`config.mk`:
```
export PLATFORM = sky130hd
export DESIGN_NAME = weekly_slot_timer_valve
export DESIGN_NICKNAME = d
export VERILOG_FILES = /design/src/sv/wstv_pkg.sv /design/src/sv/wstv_match.sv /design/src/sv/weekly_slot_timer_valve.sv
export VERILOG_INCLUDE_DIRS = /design/src /design/src/sv
export SDC_FILE = /design/constraint.sdc
export NUM_CORES = 1
export LEC_CHECK = 0
export BUFFER_PORTS_ARGS = -buffer_cell sky130_fd_sc_hd__buf_2
export CORE_ASPECT_RATIO = 1.4
export CORE_MARGIN = 2
export CORE_UTILIZATION = 39
export DETAILED_ROUTE_END_ITERATION = 10
export GPL_TIMING_DRIVEN = 1
export HOLD_SLACK_MARGIN = 0.02
export SLEW_MARGIN = 0
export SYNTH_ARGS = -nofsm -noshare
export SYNTH_HDL_FRONTEND = slang
export SYNTH_SLANG_ARGS = --single-unit
```
`constraint.sdc`:
```
create_clock -name clk -period 11.25 [get_ports clk]
set_input_delay 1.125 -clock clk [delete_from_list [all_inputs] [get_ports clk]]
set_output_delay 1.125 -clock clk [all_outputs]
set_load 0.03 [all_outputs]
```
`src/sv/assert_macros.svh`:
```
// ----------------------------------------------------------------------------
// Assertion macros
// Shared concurrent assertion forms for the valve timer RTL.
// ----------------------------------------------------------------------------
`ifndef ASSERT_MACROS_SVH
`define ASSERT_MACROS_SVH

// clocked check, disabled while in reset, fixed message
`define WSTV_ASSERT(label, clk, rst_n, prop) \
    label: assert property (@(posedge clk) disable iff (!rst_n) (prop)) \
        else $error("wstv assertion failed");

// clocked check, disabled while in reset, caller message
`define WSTV_ASSERT_MSG(label, clk, rst_n, prop, msg) \
    label: assert property (@(posedge clk) disable iff (!rst_n) (prop)) \
        else $error(msg);

`endif

```
`src/sv/wstv_pkg.sv`:
```
// ----------------------------------------------------------------------------
// wstv_pkg
// Types, constants and helpers for the weekly slot timer valve.
// ----------------------------------------------------------------------------
`default_nettype none

package wstv_pkg;

    localparam int SLOT_COUNT = 6;
    localparam int SLOT_IDX_W = 3;
    localparam int WORD_W     = 31;
    localparam int FLOW_W     = 16;
    localparam int REQ_W      = 16;
    localparam int RUN_W      = 12;
    localparam int AGE_W      = 5;
    localparam int CFG_ADDR_W = 3;

    localparam logic [RUN_W-1:0]      MAX_RUN          = 12'd3600;
    localparam logic [5:0]            START_WINDOW     = 6'd5;
    localparam logic [AGE_W-1:0]      WARN_SPACING     = 5'd30;
    localparam logic [AGE_W-1:0]      WARN_AGE_MAX     = 5'd31;
    localparam logic [2:0]            WEEKDAY_NONE     = 3'd7;
    localparam logic [WORD_W-1:0]     SLOT_RESET       = 31'd314574590;
    localparam logic [FLOW_W-1:0]     FLOW_LEVEL_RESET = 16'd20;
    localparam logic [CFG_ADDR_W-1:0] CFG_FLOW_LEVEL   = 3'd6;

    typedef enum logic [1:0] {
        OP_TICK  = 2'd0,
        OP_START = 2'd1,
        OP_STOP  = 2'd2,
        OP_MODE  = 2'd3
    } op_t;

    typedef logic [WORD_W-1:0] slot_word_t;

    typedef struct packed {
        op_t         operation;
        logic [15:0] run_seconds;
        logic        new_mode;
        logic        clock_valid;
        logic [2:0]  weekday;
        logic [4:0]  hour_now;
        logic [5:0]  minute_now;
        logic [5:0]  second_now;
        logic [15:0] flow_rate;
    } in_word_t;

    typedef struct packed {
        logic        valve_open;
        logic        run_active;
        logic        mode_now;
        logic [11:0] seconds_left;
        logic [2:0]  fired_slot;
        logic        run_finished;
        logic        flow_anomaly;
    } out_word_t;

    typedef struct packed {
        logic                  hit;
        logic [SLOT_IDX_W-1:0] fired;
        logic [RUN_W-1:0]      duration;
    } match_t;

    function automatic logic [RUN_W-1:0] clamp_run(input logic [REQ_W-1:0] s);
        logic [RUN_W-1:0] r;
        if (s > REQ_W'(MAX_RUN))
        begin
            r = MAX_RUN;
        end
        else
        begin
            r = s[RUN_W-1:0];
        end
        return r;
    endfunction

endpackage

`default_nettype wire

```
`src/sv/wstv_match.sv`:
```
// ----------------------------------------------------------------------------
// wstv_match
// Compare all start slots with the wall clock and pick the lowest hit.
// ----------------------------------------------------------------------------
`default_nettype none

module wstv_match
    import wstv_pkg::*;
(
    input  slot_word_t [SLOT_COUNT-1:0] slots,
    input  logic [2:0]                  weekday,
    input  logic [4:0]                  hour_now,
    input  logic [5:0]                  minute_now,
    output match_t                      match
);

    logic [SLOT_COUNT-1:0] hit_vec;

    always_comb
    begin
        for (int i = 0; i < SLOT_COUNT; i++)
        begin
            hit_vec[i] = slots[i][0]
                      && (weekday != WEEKDAY_NONE)
                      && slots[i][5'(weekday) + 5'd1]
                      && (slots[i][12:8] == hour_now)
                      && (slots[i][18:13] == minute_now);
        end
    end

    always_comb
    begin
        match = '0;
        for (int i = SLOT_COUNT - 1; i >= 0; i--)
        begin
            if (hit_vec[i])
            begin
                match.hit      = 1'b1;
                match.fired    = SLOT_IDX_W'(i + 1);
                match.duration = clamp_run(REQ_W'(slots[i][30:19]));
            end
        end
    end

endmodule

`default_nettype wire

```
`src/sv/weekly_slot_timer_valve.sv`:
```
// ----------------------------------------------------------------------------
// weekly_slot_timer_valve
// One-valve weekly timer: six start slots, timed runs, idle flow warning.
// ----------------------------------------------------------------------------
//  channel | signals                      | word
//  input   | in_valid / in_ready          | in_data  (in_word_t)
//  output  | out_valid / out_ready        | out_data (out_word_t)
//  config  | cfg_we, cfg_addr             | cfg_data (31 bits)
//
//  One word per cycle sustained while out_ready stays high; a word passes from
//  the input register to the result register, where out_valid is raised.
//  The slot compare and run counter update sit between the input register
//  and the result register and are combinational.
//  rst_n clears state, flags and config to their defaults; no clearing pass.
//  A stalled result holds; one more word is taken into the input register.
// ----------------------------------------------------------------------------
`default_nettype none

module weekly_slot_timer_valve
    import wstv_pkg::*;
(
    input  logic                  clk,
    input  logic                  rst_n,
    input  logic                  in_valid,
    output logic                  in_ready,
    input  in_word_t              in_data,
    output logic                  out_valid,
    input  logic                  out_ready,
    output out_word_t             out_data,
    input  logic                  cfg_we,
    input  logic [CFG_ADDR_W-1:0] cfg_addr,
    input  logic [WORD_W-1:0]     cfg_data
);

    `include "assert_macros.svh"

    slot_word_t [SLOT_COUNT-1:0] slot_reg;
    logic [FLOW_W-1:0]           level_reg;

    in_word_t  in_reg;
    logic      in_valid_reg;
    out_word_t out_reg, out_next;
    logic      out_valid_reg;

    logic             running_reg, running_next;
    logic             mode_reg, mode_next;
    logic [RUN_W-1:0] length_reg, length_next;
    logic [RUN_W-1:0] elapsed_reg, elapsed_next;
    logic [AGE_W-1:0] age_reg, age_next;

    logic             advance;
    match_t           match;
    logic [AGE_W-1:0] age_inc;
    logic [RUN_W-1:0] elapsed_inc;

    assign advance   = in_valid_reg && (!out_valid_reg || out_ready);
    assign in_ready  = !in_valid_reg || advance;
    assign out_valid = out_valid_reg;
    assign out_data  = out_reg;

    wstv_match u_match
    (
        .slots      (slot_reg),
        .weekday    (in_reg.weekday),
        .hour_now   (in_reg.hour_now),
        .minute_now (in_reg.minute_now),
        .match      (match)
    );

    assign age_inc     = (age_reg < WARN_AGE_MAX) ? age_reg + 1'b1 : age_reg;
    assign elapsed_inc = (elapsed_reg == {RUN_W{1'b1}}) ? elapsed_reg : elapsed_reg + 1'b1;

    always_comb
    begin
        running_next = running_reg;
        mode_next    = mode_reg;
        length_next  = length_reg;
        elapsed_next = elapsed_reg;
        age_next     = age_reg;
        out_next     = '0;
        case (in_reg.operation)
            OP_TICK:
            begin
                age_next = age_inc;
                if (!running_reg && (in_reg.flow_rate > level_reg) && (age_inc >= WARN_SPACING))
                begin
                    out_next.flow_anomaly = 1'b1;
                    age_next              = '0;
                end
                if (running_reg)
                begin
                    if (elapsed_inc >= length_reg)
                    begin
                        running_next          = 1'b0;
                        mode_next             = 1'b0;
                        length_next           = '0;
                        elapsed_next          = '0;
                        out_next.run_finished = 1'b1;
                    end
                    else
                    begin
                        elapsed_next = elapsed_inc;
                    end
                end
                else if (!mode_reg && in_reg.clock_valid
                         && (in_reg.second_now < START_WINDOW) && match.hit)
                begin
                    running_next        = 1'b1;
                    length_next         = match.duration;
                    elapsed_next        = '0;
                    out_next.fired_slot = match.fired;
                end
            end
            OP_START:
            begin
                running_next = 1'b1;
                length_next  = clamp_run(in_reg.run_seconds);
                elapsed_next = '0;
            end
            OP_STOP:
            begin
                running_next = 1'b0;
                mode_next    = 1'b0;
                length_next  = '0;
                elapsed_next = '0;
            end
            OP_MODE:
            begin
                mode_next = in_reg.new_mode;
            end
            default:
            begin
                mode_next = mode_reg;
            end
        endcase
        out_next.valve_open = running_next;
        out_next.run_active = running_next;
        out_next.mode_now   = mode_next;
        if (running_next && (length_next > elapsed_next))
        begin
            out_next.seconds_left = length_next - elapsed_next;
        end
    end

    // config registers
    always_ff @(posedge clk or negedge rst_n)
    begin
        if (!rst_n)
        begin
            for (int i = 0; i < SLOT_COUNT; i++)
            begin
                slot_reg[i] <= SLOT_RESET;
            end
            level_reg <= FLOW_LEVEL_RESET;
        end
        else if (cfg_we)
        begin
            if (cfg_addr < CFG_ADDR_W'(SLOT_COUNT))
            begin
                slot_reg[cfg_addr] <= cfg_data;
            end
            else if (cfg_addr == CFG_FLOW_LEVEL)
            begin
                level_reg <= cfg_data[FLOW_W-1:0];
            end
        end
    end

    // control and state
    always_ff @(posedge clk or negedge rst_n)
    begin
        if (!rst_n)
        begin
            in_valid_reg  <= 1'b0;
            out_valid_reg <= 1'b0;
            running_reg   <= 1'b0;
            mode_reg      <= 1'b0;
            length_reg    <= '0;
            elapsed_reg   <= '0;
            age_reg       <= '0;
        end
        else
        begin
            if (in_ready)
            begin
                in_valid_reg <= in_valid;
            end
            if (advance)
            begin
                out_valid_reg <= 1'b1;
                running_reg   <= running_next;
                mode_reg      <= mode_next;
                length_reg    <= length_next;
                elapsed_reg   <= elapsed_next;
                age_reg       <= age_next;
            end
            else if (out_ready)
            begin
                out_valid_reg <= 1'b0;
            end
        end
    end

    // payload registers
    always_ff @(posedge clk)
    begin
        if (in_ready && in_valid)
        begin
            in_reg <= in_data;
        end
        if (advance)
        begin
            out_reg <= out_next;
        end
    end

    `WSTV_ASSERT(a_idle_clear, clk, rst_n,
        !running_reg |-> (length_reg == '0 && elapsed_reg == '0))
    `WSTV_ASSERT_MSG(a_fire_runs, clk, rst_n,
        (out_valid_reg && out_reg.fired_slot != '0)
            |-> (out_reg.run_active && !out_reg.run_finished),
        "slot fired without an active run")
    `WSTV_ASSERT_MSG(a_finish_auto, clk, rst_n,
        (advance && out_next.run_finished) |=> (!running_reg && !mode_reg && out_valid_reg),
        "timed-out run left state active")

endmodule

`default_nettype wire
```
* After elaboration in Yosys (flattened, before gate mapping)
Cells that the tools add are included.
Word-level totals: register bits 310, output and inout port bits 22
Cells by class: add/subtract/negate cells 4, $lt $le $gt $ge 17, equality and inequality tests 18, muxes and demuxes 50, bitwise operators 3, reduce and logical (&&, ||, !) cells 49
Operators by type and width (count):
- $bwmux 186 | 1
- $mux 12 | 14
- $mux 16 | 6
- $demux 31 s3 | 1
- $gt 12x12->1 const B | 6
- $eq 6x6->1 | 6
- $pmux 12 s3 | 1
- $logic_and 1x1->1 | 33
- $mux 31 | 1
- $bmux 1 s5 | 6
- $eq 5x5->1 | 6
- $pmux 12 s2 | 1
- $gt 16x12->1 const B | 1
- $gt 16x16->1 | 1
- $mux 1 | 15
- $add 12x1->12 const B | 1
- $eq 12x12->1 const B | 1
- $ge 12x12->1 | 1
- $gt 12x12->1 | 1
- $sub 12x12->12 | 1
- $mux 5 | 2
- $lt 5x6->1 const B | 1
- $lt 6x3->1 const B | 1
- $pmux 1 s3 | 2
- 22 further kinds | 31

* Depth between registers and ports, before layout
depth in word-level cells 18, depth in mapped cells 30

* Modules after synthesis
Synthesis repeated with hierarchy kept, for this count alone.
Second synthesis, totals: cells, all modules 1347, area, all modules 16258.1 µm²
Modules (own cells, without submodules):
- weekly_slot_timer_valve | instances 1, cells each 1020, area an instance 13768.2 µm²
- wstv_match | instances 1, cells each 327, area an instance 2489.9 µm²

* Least setup slack after synthesis
Ideal clock, no wire load.
path kind reg-to-reg, start point register elapsed_reg[2], end point register out_reg, in the netlist out_data[10], data pin, library setup time 0.257 ns, data arrival time 5.541 ns, setup slack 5.452 ns, cell stages (with the launch flop) 31, buffers on the path 3, cells stage by stage dfrtp_1 > clkbuf_1 > and4_1 > nand4_1 > nor3_1 > nand3_1 > clkbuf_1 > xnor2_1 > ha_1 > nand2b_1 > a2111o_1 > a21oi_1 > o21ai_0 > a21o_1 > or2_2 > nor2_1 > o21ai_0 > o21ai_0 > ha_1 > inv_1 > fa_1 > a21o_1 > a21oi_1 > o221ai_1 > a21o_1 > a21oi_1 > nand2b_1 > a21oi_1 > nand3_1 > buf_2 > nor2_1
On the way: longest elaborated chain between the ends 8, elaborated cells on any way between the ends 17, classes of those cells add/sub: 2; order compare: 2; eq/ne: 1; mux: 11; reduce/logical: 1
Ends and longest elaborated chain:
- from (decl) | RTL line weekly_slot_timer_valve.sv:48 | logic [RUN_W-1:0] elapsed_reg, elapsed_next;
- from (signal assigned) | RTL line weekly_slot_timer_valve.sv:194 | elapsed_reg <= elapsed_next;
- $add 12x1->12 / $eq 12x12->1 (equally long branches) | RTL line weekly_slot_timer_valve.sv:71 | assign elapsed_inc = (elapsed_reg == {RUN_W{1'b1}}) ? elapsed_reg : elapsed_reg + 1'b1;
- $mux 12 * | RTL line weekly_slot_timer_valve.sv:71
- $ge 12x12->1 | RTL line weekly_slot_timer_valve.sv:92 | if (elapsed_inc >= length_reg)
- $mux 12 * | RTL line weekly_slot_timer_valve.sv:92
- $mux 12 * | RTL line weekly_slot_timer_valve.sv:90 | if (running_reg)
- $pmux 12 s2 * | RTL line weekly_slot_timer_valve.sv:81 | case (in_reg.operation)
- net elapsed_next[0] | RTL line weekly_slot_timer_valve.sv:48
- $gt 12x12->1 | RTL line weekly_slot_timer_valve.sv:139 | if (running_next && (length_next > elapsed_next))
- $logic_and 1x1->1 | RTL line weekly_slot_timer_valve.sv:139
- to (signal assigned) | RTL line weekly_slot_timer_valve.sv:213 | out_reg <= out_next;
- to (decl) | RTL line weekly_slot_timer_valve.sv:42 | out_word_t out_reg, out_next;
Mark *: on every way through the listed nets, which the timed path passes. The rest lies on a longest branch. A chain may end at the register's enable or synchronous reset.

* Worst setup path after layout
start point register in_reg[33] (netlist bit), end point register out_reg, in the netlist out_data[8], data pin
On the way: longest elaborated chain between the ends 18, elaborated cells on any way between the ends 57, classes of those cells add/sub: 2; order compare: 1; eq/ne: 1; mux: 27; reduce/logical: 26
Ends and longest elaborated chain:
- from (decl) | RTL line weekly_slot_timer_valve.sv:40 | in_word_t in_reg;
- from (signal assigned) | RTL line weekly_slot_timer_valve.sv:209 | in_reg <= in_data;
- $add 3x1->4 | RTL line wstv_match.sv:25 | && slots[i][5'(weekday) + 5'd1]
- $bmux 1 s5 | RTL line wstv_match.sv:25
- $mux 1 (implied by the code) | RTL line wstv_match.sv:25
- $logic_and 1x1->1 | RTL line wstv_match.sv:25
- $logic_and 1x1->1 | RTL line wstv_match.sv:26 | && (slots[i][12:8] == hour_now)
- $logic_and 1x1->1 | RTL line wstv_match.sv:27 | && (slots[i][18:13] == minute_now);
- $mux 16 (5 in series) | RTL line wstv_match.sv:36 | if (hit_vec[i])
- $mux 16 * | RTL line wstv_match.sv:36
- $logic_and 1x1->1 * | RTL line weekly_slot_timer_valve.sv:106 | && (in_reg.second_now < START_WINDOW) && match.hit)
- $mux 12 * | RTL line weekly_slot_timer_valve.sv:105 | else if (!mode_reg && in_reg.clock_valid
- $mux 12 * | RTL line weekly_slot_timer_valve.sv:90
- $pmux 12 s2 * | RTL line weekly_slot_timer_valve.sv:81
- net elapsed_next[0] | RTL line weekly_slot_timer_valve.sv:48
- $gt 12x12->1 | RTL line weekly_slot_timer_valve.sv:139
- $logic_and 1x1->1 | RTL line weekly_slot_timer_valve.sv:139
Mark *: on every way through the listed nets, which the timed path passes. The rest lies on a longest branch. The select of a mux whose other input is x is not followed.

==> Implementation_results.wiki <==
{| class="wikitable"
! Metric !! Value
|-
| Outcome || completed
|-
| Data required time at the worst endpoint || about 12 ns
|-
| Net switching power || between 900 and 1000 uW
|-
| Setup tns final || 0 ns
|-
| I/O Pins || approximately 120
|-
| Worst min-delay path class || reg2reg
|-
| Crit path time final || 7.40 ns
|-
| Power share of the combinational group || 19.1%
|-
| Setup repair after global routing missed its margin || no
|-
| Initial antenna violation count || 1
|-
| Cell chosen for the clock root || sky130_fd_sc_hd__clkbuf_16
|-
| Count of max-cap constraint violations || 0
|-
| Initial cell density of the core || roughly two fifths
|-
| Fraction of power consumed by the clock network || 33.7%
|-
| First-pass GRT wire length || 67300 um
|-
| Met3 layer wire length in the routed design || 1290 um
|-
| Relative area change from synthesis to final layout || 13.6%
|-
| Portion of the clock cycle consumed by the worst path in the final layout || approximately two thirds
|-
| Number of synthesized flops with an enable pin || 75
|-
| Number of warnings printed during yosys synthesis || 0
|-
| Final Hold Violating Endpoints || 0
|-
| TritonCTS clock tree || done
|-
| Via count of the first global-routing pass || 11800
|-
| Final routed wirelength across all metal layers || around 44000 um
|-
| Post-CTS resize count || 0
|-
| Number of nets in the finished design || 1606
|-
| Critical path launch point type || flop
|-
| Max clock buf depth || 3
|-
| Placeable core area || 0.0411 mm2
|-
| Cts-stage hold buffer count || 0
|-
| Static Leak || roughly 0.0074 uW
|-
| Post-DRT Antenna Nets || 0
|-
| Setup crit end kind || flop
|-
| Fmax || approximately 140 MHz
|-
| Async SR Flop Fraction || 75.8%
|-
| Synth Flop Type || sky130_fd_sc_hd__dfrtp_1
|-
| Total buffers and inverters traversed by the critical path || 1
|-
| Drt first-iter violations || 564
|-
| Final hold slack || 0.494 ns
|-
| Post-synth net total || 1502
|-
| Average vias per placed instance || between 5 and 6
|-
| Number of post-CTS setup repair buffers || 0
|-
| Power share of the sequential group || 47.1%
|-
| Largest register FFs || 186
|-
| Total of flip-flops plus latches after synthesis || 310
|-
| # fillers || between 3000 and 4000
|-
| Final antenna diode count || 0
|-
| Synthesized area per cell || 11.9 um2
|-
| Met2 wire len || between 20000 and 25000 um
|-
| Max transition margin || 28.0%
|-
| Int Power || between 2000 and 2500 uW
|-
| Sum of internal, switching and leakage power || approximately 3300 uW
|-
| Share of layout cells above drive strength 1 || approximately a third
|-
| Pin count of the biggest net entering global routing || 111
|-
| Maximum fanout along the worst path || 22
|-
| Number of port buffers || 116
|-
| Slowest cell on the critical path || sky130_fd_sc_hd__ha_1
|-
| Number of instances in the synthesized netlist || 1362
|-
| Overall Global Routing Usage || 20.4%
|-
| Worst slew pin tran || 1.07 ns
|-
| Clock Pin Slew Worst Setup and Hold Paths || 0.06 ns
|-
| First-pass iteration count of the detailed router || 6
|-
| Sink count of the clock tree || just over 300
|-
| Worst setup path class || reg2reg
|-
| Max Used Layer || met5
|-
| Power per cell area || 180 mW/mm2
|-
| Net switching fraction of the power || 29.0%
|-
| Cell area after synthesis || 0.0162 mm2
|-
| GR Overflow Total || 0
|-
| CP arrival || 7.66 ns
|-
| Final clock skew || 0.0259 ns
|-
| Avg WL per Cell || 21.6 um
|-
| Hpwl dp || approximately 32000 um
|-
| Worst supply voltage drop on vdd || approximately 0.14 mV
|-
| Floorplan die width || 176 um
|-
| Crit-path cells || ha_1 > ha_1 > mux4_2 > mux2i_1 > o22ai_1 > a22oi_1 > nand4b_1 > a21o_1 > o21ai_1 > o21ai_0 > o21ai_0 > ha_1 > inv_1 > fa_1 > a21o_1 > a21oi_1 > o221ai_1 > a21o_1 > a21oi_1 > nand2b_1 > a21oi_1 > nand3_1 > nor3_1
|-
| Setup Viol. Count Final || 0
|-
| Total number of H-tree levels || 2
|-
| Remaining DRCs || 0
|-
| Sequential element share of the synthesized area || 50.8%
|-
| Crit path max-delay family || compound AO/OA/AOI/OAI gates
|-
| Die area || 0.0432 mm2
|-
| Unique cell type count in the Yosys netlist || 74
|-
| Maximum single-stage delay on the critical path || 0.92 ns
|-
| GPL Wtd Cong || 0.904
|-
| Final max-slew violation count || 0
|-
| Row count || 88
|-
| Detailed-route via count || 11300
|-
| Total CTS buffers || 35
|-
| Core Util, Final || 44.8%
|-
| Worst-Skew Late Latency || 0.54 ns
|-
| Die height || about 250 um
|-
| Sum of routed wire segments on met1 || 17000 um
|}
Yosys cell counts (13+ instances only):
cell	count	area share (%)
sky130_fd_sc_hd__nand2_1	81	1.9
sky130_fd_sc_hd__a21oi_1	33	1.0
sky130_fd_sc_hd__edfxtp_1	75	14
sky130_fd_sc_hd__a21o_1	18	0.83
sky130_fd_sc_hd__a31oi_1	18	0.69
sky130_fd_sc_hd__nor2b_1	13	0.50
sky130_fd_sc_hd__dfstp_2	80	13
sky130_fd_sc_hd__nor2_1	61	1.4
sky130_fd_sc_hd__nand3_1	18	0.56
sky130_fd_sc_hd__clkbuf_1	38	0.88
sky130_fd_sc_hd__a22o_1	13	0.70
sky130_fd_sc_hd__inv_1	62	1.4
sky130_fd_sc_hd__dfrtp_1	155	24
sky130_fd_sc_hd__mux2_2	209	15
sky130_fd_sc_hd__xnor2_1	69	3.7
sky130_fd_sc_hd__and3_1	13	0.50
sky130_fd_sc_hd__nand4_1	49	1.9
sky130_fd_sc_hd__o21ai_0	48	1.5
sky130_fd_sc_hd__nor3_1	20	0.62
sky130_fd_sc_hd__nor4_1	19	0.73
sky130_fd_sc_hd__a22oi_1	13	0.60
sky130_fd_sc_hd__ha_1	44	3.4
sky130_fd_sc_hd__xor2_1	17	0.92
path summary, 6_finish.rpt:
check                           slack [ns]  depth (start not counted)                      from                   endpoint
worst max-delay path                  3.85                         23      in_reg[33]$_DFFE_PP_  out_data[8]$_SDFFCE_PN0P_
worst min-delay path                  0.49                          1  in_valid_reg$_DFFE_PN0N_      out_valid$_DFFE_PN0P_
worst max register to register        3.85                         23      in_reg[33]$_DFFE_PP_  out_data[8]$_SDFFCE_PN0P_
worst min register to register        0.49                          1  in_valid_reg$_DFFE_PN0N_      out_valid$_DFFE_PN0P_
max in group asynchronous             9.01                          2                     rst_n  slot_reg[137]$_DFFE_PN0P_
min in group asynchronous             0.62                          1                     rst_n   slot_reg[19]$_DFFE_PN0P_
cell usage in the layout (no fill, tap or decap), types with 17 or more instances in the layout:
cell type | Yosys | routed
sky130_fd_sc_hd__nand4_1 | 49 | 49
sky130_fd_sc_hd__xor2_1 | 17 | 17
sky130_fd_sc_hd__dfrtp_1 | 155 | 155
sky130_fd_sc_hd__edfxtp_1 | 75 | 75
sky130_fd_sc_hd__o21ai_0 | 48 | 48
sky130_fd_sc_hd__a21o_1 | 18 | 18
sky130_fd_sc_hd__xnor2_1 | 69 | 69
sky130_fd_sc_hd__inv_1 | 62 | 62
sky130_fd_sc_hd__nand3_1 | 18 | 18
sky130_fd_sc_hd__nor4_1 | 19 | 19
sky130_fd_sc_hd__ha_1 | 44 | 44
sky130_fd_sc_hd__nor2_1 | 61 | 61
sky130_fd_sc_hd__dfstp_2 | 80 | 80
sky130_fd_sc_hd__buf_2 | 9 | 115
sky130_fd_sc_hd__a21oi_1 | 33 | 33
sky130_fd_sc_hd__mux2_2 | 209 | 209
sky130_fd_sc_hd__nand2_1 | 81 | 81
sky130_fd_sc_hd__clkbuf_16 | 0 | 36
sky130_fd_sc_hd__a31oi_1 | 18 | 18
sky130_fd_sc_hd__nor3_1 | 20 | 18
cell type report:
cell class | instances | area, um2 | share of cell area (%)
inverters | 62 | 233 | 1.26
clock inverters | 18 | 166 | 0.904
flip-flops and latches | 310 | 8230 | 44.7
well taps | 540 | 676 | 3.67
clock buffers | 46 | 948 | 5.15
multi-input cells | 928 | 7470 | 40.6
repair buffers | 129 | 688 | 3.74
logic make-up after synthesis:
group,Yosys count,share of synthesized area (%)
buf+inv,124,3.23
fa+ha+maj,45,3.52
mux,231,16.9
compound gates,239,10.4
xor+xnor,86,4.65
simple gates,327,10.5
flops,310,50.8
metrics by stage:
stage	cell area, um2	instances	worst slack (ns)
final	18400	2033	3.85
after global routing	18400	2033	3.15
after CTS	18400	2033	3.81
after detailed placement	17300	1969	3.83
after global placement	17300	1969	3.99
after floorplan	16200	1362	5.45
power by group through the flow:
stage | Combinational (uW) | Sequential (uW) | Clock [uW]
after floorplan | 466 | 1530 | 0
after global placement | 623 | 1580 | 0
after detailed placement | 638 | 1580 | 0
after CTS | 642 | 1560 | 1140
after global routing | 700 | 1590 | 1180
final | 636 | 1570 | 1120
metal layers:
| layer | GRT usage (%) | vias up |
|---|---|---|
| met5 | 0 | - |
| met4 | 7.68 | 2 |
| met3 | 2.57 | 80 |
| met2 | 39.4 | 248 |
| met1 | 22.4 | 5682 |
| li1 | - | 5268 |
worst register-to-register path, stage by stage, from the launching register on:
cell and delay, ns:
sky130_fd_sc_hd__edfxtp_1 0.66, sky130_fd_sc_hd__ha_1 0.33, sky130_fd_sc_hd__ha_1 0.92, sky130_fd_sc_hd__mux4_2 0.60
sky130_fd_sc_hd__mux2i_1 0.13, sky130_fd_sc_hd__o22ai_1 0.20, sky130_fd_sc_hd__a22oi_1 0.37, sky130_fd_sc_hd__nand4b_1 0.22
sky130_fd_sc_hd__a21o_1 0.27, sky130_fd_sc_hd__o21ai_1 0.69, sky130_fd_sc_hd__o21ai_0 0.20, sky130_fd_sc_hd__o21ai_0 0.13
sky130_fd_sc_hd__ha_1 0.20, sky130_fd_sc_hd__inv_1 0.06, sky130_fd_sc_hd__fa_1 0.40, sky130_fd_sc_hd__a21o_1 0.17
sky130_fd_sc_hd__a21oi_1 0.28, sky130_fd_sc_hd__o221ai_1 0.21, sky130_fd_sc_hd__a21o_1 0.21, sky130_fd_sc_hd__a21oi_1 0.20
sky130_fd_sc_hd__nand2b_1 0.13, sky130_fd_sc_hd__a21oi_1 0.06, sky130_fd_sc_hd__nand3_1 0.34, sky130_fd_sc_hd__nor3_1 0.12
No activity file was read; power rests on OpenSTA's default activity.
